File: config.mk
export PLATFORM = sky130hd
export DESIGN_NAME = sksr_ctrl
export DESIGN_NICKNAME = d
export VERILOG_FILES = /design/src/hdl/sksr_pkg.sv /design/src/hdl/sksr_ctrl.sv
export SDC_FILE = /design/constraint.sdc
export NUM_CORES = 1
export LEC_CHECK = 0
export BUFFER_PORTS_ARGS = -buffer_cell sky130_fd_sc_hd__buf_2
export CAP_MARGIN = 20
export CORE_UTILIZATION = 50
export DETAILED_ROUTE_END_ITERATION = 12
export PLACE_DENSITY = 0.75
export SLEW_MARGIN = 20
export SYNTH_ARGS = -nofsm -noshare
export SYNTH_HDL_FRONTEND = slang
export SYNTH_SLANG_ARGS = --single-unit
export TNS_END_PERCENT = 1
File: constraint.sdc
create_clock -name clk -period 2.8 [get_ports clk]
set_clock_uncertainty 0.1 [all_clocks]
set_input_delay 0.14 -clock clk [delete_from_list [all_inputs] [get_ports clk]]
set_output_delay 0.14 -clock clk [all_outputs]
set_load 0.01 [all_outputs]
File: src/hdl/sksr_pkg.sv
// Shared types, constants and tables for the SCARA step-rate block.
// No dependencies.
`timescale 1ns / 1ps

package sksr_pkg;

	localparam int NUM_AXES     = 3;
	localparam int ZSPM_DEFAULT = 80;
	localparam int CORDIC_STEPS = 28;
	localparam int DIV_STEPS    = 30;
	localparam int SQRT_STEPS   = 31;
	localparam int CFG_IDX_W    = 3;
	localparam int CFG_DATA_W   = 32;

	localparam logic signed [31:0] PI_Q28 = 32'sd843314857;

	localparam logic [23:0] RST_SCALE = 24'd65536;
	localparam logic [30:0] RST_LINK  = 31'd9830400;
	localparam logic [31:0] RST_SPR   = 32'd65536000;

	localparam logic [CFG_IDX_W-1:0] REG_SCALE_X  = 3'd0;
	localparam logic [CFG_IDX_W-1:0] REG_SCALE_Y  = 3'd1;
	localparam logic [CFG_IDX_W-1:0] REG_OFFSET_X = 3'd2;
	localparam logic [CFG_IDX_W-1:0] REG_OFFSET_Y = 3'd3;
	localparam logic [CFG_IDX_W-1:0] REG_UPPER    = 3'd4;
	localparam logic [CFG_IDX_W-1:0] REG_FORE     = 3'd5;
	localparam logic [CFG_IDX_W-1:0] REG_SPR_SH   = 3'd6;
	localparam logic [CFG_IDX_W-1:0] REG_SPR_EL   = 3'd7;

	typedef enum logic [4:0] {
		OP_NONE, OP_LOAD, OP_MX, OP_MY, OP_PY, OP_SQX, OP_SQY, OP_L1, OP_L2,
		OP_DEN, OP_NUM, OP_DIVINIT, OP_DIV, OP_CSET, OP_CSQ, OP_SQINIT, OP_SQRT,
		OP_K1, OP_K2, OP_K2L, OP_AGO, OP_AWAIT, OP_ST, OP_SE, OP_SZ, OP_ZL, OP_EMIT
	} op_t;

	typedef enum logic [4:0] {
		S_IDLE, S_MX, S_MY, S_PY, S_SQX, S_SQY, S_L1, S_L2, S_DEN, S_NUM,
		S_DIVINIT, S_DIV, S_CSET, S_CSQ, S_SQINIT, S_SQRT, S_K1, S_K2, S_K2L,
		S_A1, S_A1W, S_A2, S_A2W, S_A3, S_A3W, S_ST, S_SE, S_SZ, S_ZL, S_EMIT
	} st_t;

	typedef enum logic [1:0] {
		ASEL_ELBOW, ASEL_TARGET, ASEL_PSI
	} asel_t;

	typedef enum logic [1:0] {
		C_IDLE, C_NORM, C_ITER, C_FIX
	} cst_t;

	typedef struct packed {
		op_t        op;
		logic [4:0] cnt;
		asel_t      sel;
		logic       cordic_go;
	} cmd_t;

	typedef struct packed {
		logic cordic_done;
	} sts_t;

	// arctangent of 2^-i, Q.28 radians
	function automatic logic [27:0] atan_entry(input logic [4:0] i);
		logic [27:0] r;
		unique case (i)
			5'd0:  r = 28'd210828714;
			5'd1:  r = 28'd124459457;
			5'd2:  r = 28'd65760959;
			5'd3:  r = 28'd33381290;
			5'd4:  r = 28'd16755422;
			5'd5:  r = 28'd8385879;
			5'd6:  r = 28'd4193963;
			5'd7:  r = 28'd2097109;
			5'd8:  r = 28'd1048571;
			5'd9:  r = 28'd524287;
			5'd10: r = 28'd262144;
			5'd11: r = 28'd131072;
			5'd12: r = 28'd65536;
			5'd13: r = 28'd32768;
			5'd14: r = 28'd16384;
			5'd15: r = 28'd8192;
			5'd16: r = 28'd4096;
			5'd17: r = 28'd2048;
			5'd18: r = 28'd1024;
			5'd19: r = 28'd512;
			5'd20: r = 28'd256;
			5'd21: r = 28'd128;
			5'd22: r = 28'd64;
			5'd23: r = 28'd32;
			5'd24: r = 28'd16;
			5'd25: r = 28'd8;
			5'd26: r = 28'd4;
			5'd27: r = 28'd2;
			default: r = 28'd0;
		endcase
		return r;
	endfunction

endpackage

File: src/hdl/sksr_ctrl.sv
// Controller: sequences the datapath one transaction at a time and owns the handshakes.
// Depends on sksr_pkg.
`timescale 1ns / 1ps

module sksr_ctrl import sksr_pkg::*; (
	input  logic clk,
	input  logic arst_n,
	input  logic in_valid,
	output logic in_ready,
	output logic out_valid,
	input  logic out_ready,
	input  sts_t sts,
	output cmd_t cmd
);

	st_t        state_q, state_d;
	logic [4:0] cnt_q, cnt_d;
	logic       out_valid_q;

	always_ff @(posedge clk or negedge arst_n) begin
		if (!arst_n) begin
			state_q     <= S_IDLE;
			cnt_q       <= 5'd0;
			out_valid_q <= 1'b0;
		end else begin
			state_q     <= state_d;
			cnt_q       <= cnt_d;
			out_valid_q <= (cmd.op == OP_EMIT) | (out_valid_q & ~out_ready);
		end
	end

	always_comb begin
		state_d       = state_q;
		cnt_d         = cnt_q;
		cmd.op        = OP_NONE;
		cmd.cnt       = cnt_q;
		cmd.sel       = ASEL_TARGET;
		cmd.cordic_go = 1'b0;
		unique case (state_q)
			S_IDLE: if (in_valid) begin cmd.op = OP_LOAD; state_d = S_MX; end
			S_MX:  begin cmd.op = OP_MX;  state_d = S_MY;  end
			S_MY:  begin cmd.op = OP_MY;  state_d = S_PY;  end
			S_PY:  begin cmd.op = OP_PY;  state_d = S_SQX; end
			S_SQX: begin cmd.op = OP_SQX; state_d = S_SQY; end
			S_SQY: begin cmd.op = OP_SQY; state_d = S_L1;  end
			S_L1:  begin cmd.op = OP_L1;  state_d = S_L2;  end
			S_L2:  begin cmd.op = OP_L2;  state_d = S_DEN; end
			S_DEN: begin cmd.op = OP_DEN; state_d = S_NUM; end
			S_NUM: begin cmd.op = OP_NUM; state_d = S_DIVINIT; end
			S_DIVINIT: begin
				cmd.op  = OP_DIVINIT;
				cnt_d   = 5'(DIV_STEPS - 1);
				state_d = S_DIV;
			end
			S_DIV: begin
				cmd.op = OP_DIV;
				if (cnt_q == 5'd0) state_d = S_CSET;
				else cnt_d = cnt_q - 5'd1;
			end
			S_CSET: begin cmd.op = OP_CSET; state_d = S_CSQ; end
			S_CSQ:  begin cmd.op = OP_CSQ;  state_d = S_SQINIT; end
			S_SQINIT: begin
				cmd.op  = OP_SQINIT;
				cnt_d   = 5'(SQRT_STEPS - 1);
				state_d = S_SQRT;
			end
			S_SQRT: begin
				cmd.op = OP_SQRT;
				if (cnt_q == 5'd0) state_d = S_K1;
				else cnt_d = cnt_q - 5'd1;
			end
			S_K1:  begin cmd.op = OP_K1;  state_d = S_K2;  end
			S_K2:  begin cmd.op = OP_K2;  state_d = S_K2L; end
			S_K2L: begin cmd.op = OP_K2L; state_d = S_A1;  end
			S_A1: begin
				cmd.op = OP_AGO; cmd.sel = ASEL_ELBOW; cmd.cordic_go = 1'b1; state_d = S_A1W;
			end
			S_A1W: begin
				cmd.op = OP_AWAIT; cmd.sel = ASEL_ELBOW;
				if (sts.cordic_done) state_d = S_A2;
			end
			S_A2: begin
				cmd.op = OP_AGO; cmd.sel = ASEL_TARGET; cmd.cordic_go = 1'b1; state_d = S_A2W;
			end
			S_A2W: begin
				cmd.op = OP_AWAIT; cmd.sel = ASEL_TARGET;
				if (sts.cordic_done) state_d = S_A3;
			end
			S_A3: begin
				cmd.op = OP_AGO; cmd.sel = ASEL_PSI; cmd.cordic_go = 1'b1; state_d = S_A3W;
			end
			S_A3W: begin
				cmd.op = OP_AWAIT; cmd.sel = ASEL_PSI;
				if (sts.cordic_done) state_d = S_ST;
			end
			S_ST: begin cmd.op = OP_ST; state_d = S_SE; end
			S_SE: begin cmd.op = OP_SE; state_d = S_SZ; end
			S_SZ: begin cmd.op = OP_SZ; state_d = S_ZL; end
			S_ZL: begin cmd.op = OP_ZL; state_d = S_EMIT; end
			S_EMIT: begin
				if (!out_valid_q || out_ready) begin
					cmd.op  = OP_EMIT;
					state_d = S_IDLE;
				end
			end
			default: state_d = S_IDLE;
		endcase
	end

	assign in_ready  = (state_q == S_IDLE);
	assign out_valid = out_valid_q;

endmodule

==> run metrics <==
fraction of power spent switching nets=0.4998; clock transition at the registers of the reported paths=approximately 0.080 ns; latest clock arrival within the worst-skew pair=0.28 ns; # H-tree levels=1; area of the mapped netlist=888.4 um2; number of enable-type register cells in the synthesized netlist=0; via density per instance=around 6; Detail Route met3 WL=approximately 83 um; end of the worst register-to-register path=state_q[4]; half-perimeter wire length after placement=1386 um; maximum fanout along the worst path=18; Final min period=2.119 ns; total number of vias=850; Layout Cells excl Fill=between 100 and 150; horizontal extent of the die=44.15 um; post-layout net count=around 130; site row count=14; sequential-to-total area share from yosys stat=0.3099; period utilization=0.7568; top-level port count=20; Residual DRC=0; arrival time at the worst endpoint=1.88 ns; synth unique cells=between 40 and 50; Max Cap Violations=0; Post-Synthesis Mean Instance Area=about 8.2 um2; highest metal layer used by the detailed router=met4; number of port buffers=19; fraction of synthesized area in multiplexers=0.01127; DRT met1 WL=around 960 um; clk root buf=clkbuf_4; synthesized flop and latch total=11; synthesized net count=115; drt first pass iters=8; synthesized-area fraction occupied by xor and xnor cells=0.02958; leakage power=around 0.47 nW; Final Hold Violating Endpoints=0; Slew Limit Headroom=0.6353; n_diodes=0; Tot GR Track Use=0.2202; number of antenna violations at the first check in global routing=0; min-delay worst type=primary input to flip-flop; Post-Synth Simple-Gate Area=0.2831; starting utilization of the core area=0.5635; startpoint type of the worst setup path=flip-flop; run status=finished, final reports clean; total gr overflow=0; leading register cell type out of synthesis=dfrtp_1; wire length of the first global-routing pass=approximately 3200 um; worst-case hold path end point=out_valid; accumulated negative setup slack=0 ns; gate count after technology mapping=roughly 110; Hold Crit Start=out_ready; logic gate share of total power=0.604; Total Die Area=~2000 um2; instance count after placement with tap cells included=around 140; worst vdd ir=about 0.00063 V; Area Overhead vs Synth=13.94%; vertical die dimension=44.15 um; number of CTS-inserted buffers=3; Post-DRT Antenna Nets=0; area fraction in compound gates after synthesis=0.2732; buffer levels on the longest clock path=2; synthesized-area fraction occupied by adder cells=0.02817; share of flip-flops with an asynchronous set or reset after synthesis=1.000; GPL Wtd Cong=roughly 0.88; final number of max-transition violations=0; share of total power in sequential cells=0.310; largest net degree at the start of global routing=19; Setup CP Type=flip-flop to primary output; hold-critical path depth=3; Worst EP required=around 2.6 ns; total power after layout=1.304 mW; PwrDens=roughly 1300 nW/um2; clock network power share=0.087; R2R Path Start=cnt_q[0]; core box area=between 1500 and 2000 um2; drt first-iter violations=20; sum of routed wire length over all layers=slightly below 2000 um; largest family of logic cells by synthesized area=simple AND/OR/NAND/NOR gates; register-to-register setup slack=~0.74 ns; via count of the first global-routing pass=between 700 and 800; transition time of the tightest slew-check pin=0.5470 ns; net switching power figure=0.6519 mW; wire length per cell=approximately 14 um; max frequency=approximately 470 MHz; internal power=roughly 0.65 mW; setup repair after global routing missed its margin=false; clock sinks=11; Met2 Routed Length=around 870 um; Setup-failing EPs final=0; Worst setup EP type=primary output; count of warnings emitted by yosys=0; CTS tree=yes; share of final-layout standard cells stronger than drive strength 1=0.2560; number of buffers inserted to repair setup after CTS=0; reg2reg path depth=6
## per-stage QoR
stage          instance area [um2]  worst slack, ns  utilization  hold slack [ns]
3_3_place_gp                 975.9           0.8060       0.6190         -0.08047
2_1_floorplan                888.4           0.8629            -          -0.2556
5_1_grt                       1012           0.6224       0.6421           0.1538
3_5_place_dp                 975.9           0.7448       0.6190         -0.07284
6_report                      1012           0.6809       0.6421           0.1025
4_1_cts                       1012           0.7022       0.6421           0.1077
## worst max-delay path: stages, from the launching register on
cell and delay (ns):
dfrtp_1 0.58, or4_4 0.62, nor2_1 0.17, a311oi_1 0.07
buf_2 0.17
## routing by layer
layer,vias up,global-route usage
li1,428,-
met1,398,0.3350
met2,20,0.2941
met3,4,0.03673
met4,0,0.1152
met5,-,0
## placed cells by master, fill, tap and decap left out, drive strengths merged, types with 2 or more instances in the layout
master and n:
a211oi 2, o21ai 8, xor2 2, nor3 3, and3 2, nor2 12, a21oi 5, buf 21
nand2 12, o2bb2ai 2, a221oi 2, nand4 2, inv 4, ha 2, o211ai 2, and2 2
dfrtp 11, nand3 5, nand2b 2, clkbuf 4
## cell families after synthesis
| kind of cell | count (synthesis) |
|---|---|
| multiplexers | 1 |
| AO/OA/AOI/OAI | 30 |
| AND/OR/NAND/NOR | 48 |
| XOR/XNOR | 3 |
| flip-flops | 11 |
| adder cells (fa/ha/maj) | 2 |
| buffers and inverters | 13 |
## area by class of cell
cell class	count	area (um2)
fill	141	564.3
multi-input combinational	84	555.5
sequential	11	275.3
timing repair buffer	22	120.1
clock buffer	4	26.28
tap	16	20.02
inverter	4	15.01
## state kept, by name, summed over array words and instances (netlist names)
signal / count
out_valid: 1
state_q: 5
cnt_q: 5
## worst max path at each step
stage	start	endpoint	slack [ns]	depth (start not counted)
floorplan	cnt_q[0]	state_q[4]	0.86	6
global placement	cnt_q[0]	state_q[4]	0.81	6
detailed placement	cnt_q[0]	state_q[4]	0.74	6
CTS	state_q[4]	cmd[8]	0.70	4
global route	cnt_q[0]	state_q[4]	0.62	6
finish	state_q[4]	cmd[8]	0.68	4
## synth_stat cells, drive strengths merged, types with 2 or more instances
cell type | instances | area share
dfrtp | 11 | 0.31
xor2 | 2 | 0.020
nor2 | 12 | 0.051
a21oi | 5 | 0.032
o2bb2ai | 2 | 0.027
nand2 | 12 | 0.051
inv | 4 | 0.017
and2 | 2 | 0.014
nand2b | 2 | 0.014
clkbuf | 6 | 0.025
a221oi | 2 | 0.020
ha | 2 | 0.028
nand3 | 5 | 0.028
o21ai | 8 | 0.049
nor3 | 3 | 0.017
o211ai | 2 | 0.017
a211oi | 2 | 0.017
and3 | 2 | 0.014
nand4 | 2 | 0.014
buf | 3 | 0.023
## power groups by stage
stage | sequential [mW] | combinational, mW | clock [mW]
after global routing | 0.424 | 0.875 | 0.122
after detailed placement | 0.402 | 0.785 | 0
after global placement | 0.400 | 0.776 | 0
after floorplan | 0.301 | 0.681 | 0
after CTS | 0.397 | 0.791 | 0.117
final | 0.404 | 0.788 | 0.113
## timing repair
action	in CTS	in global routing
hold endpoints to repair	11	0
hold buffers	1	0
resized for setup	0	0
Note: power is estimated with default switching activity, not from simulation.
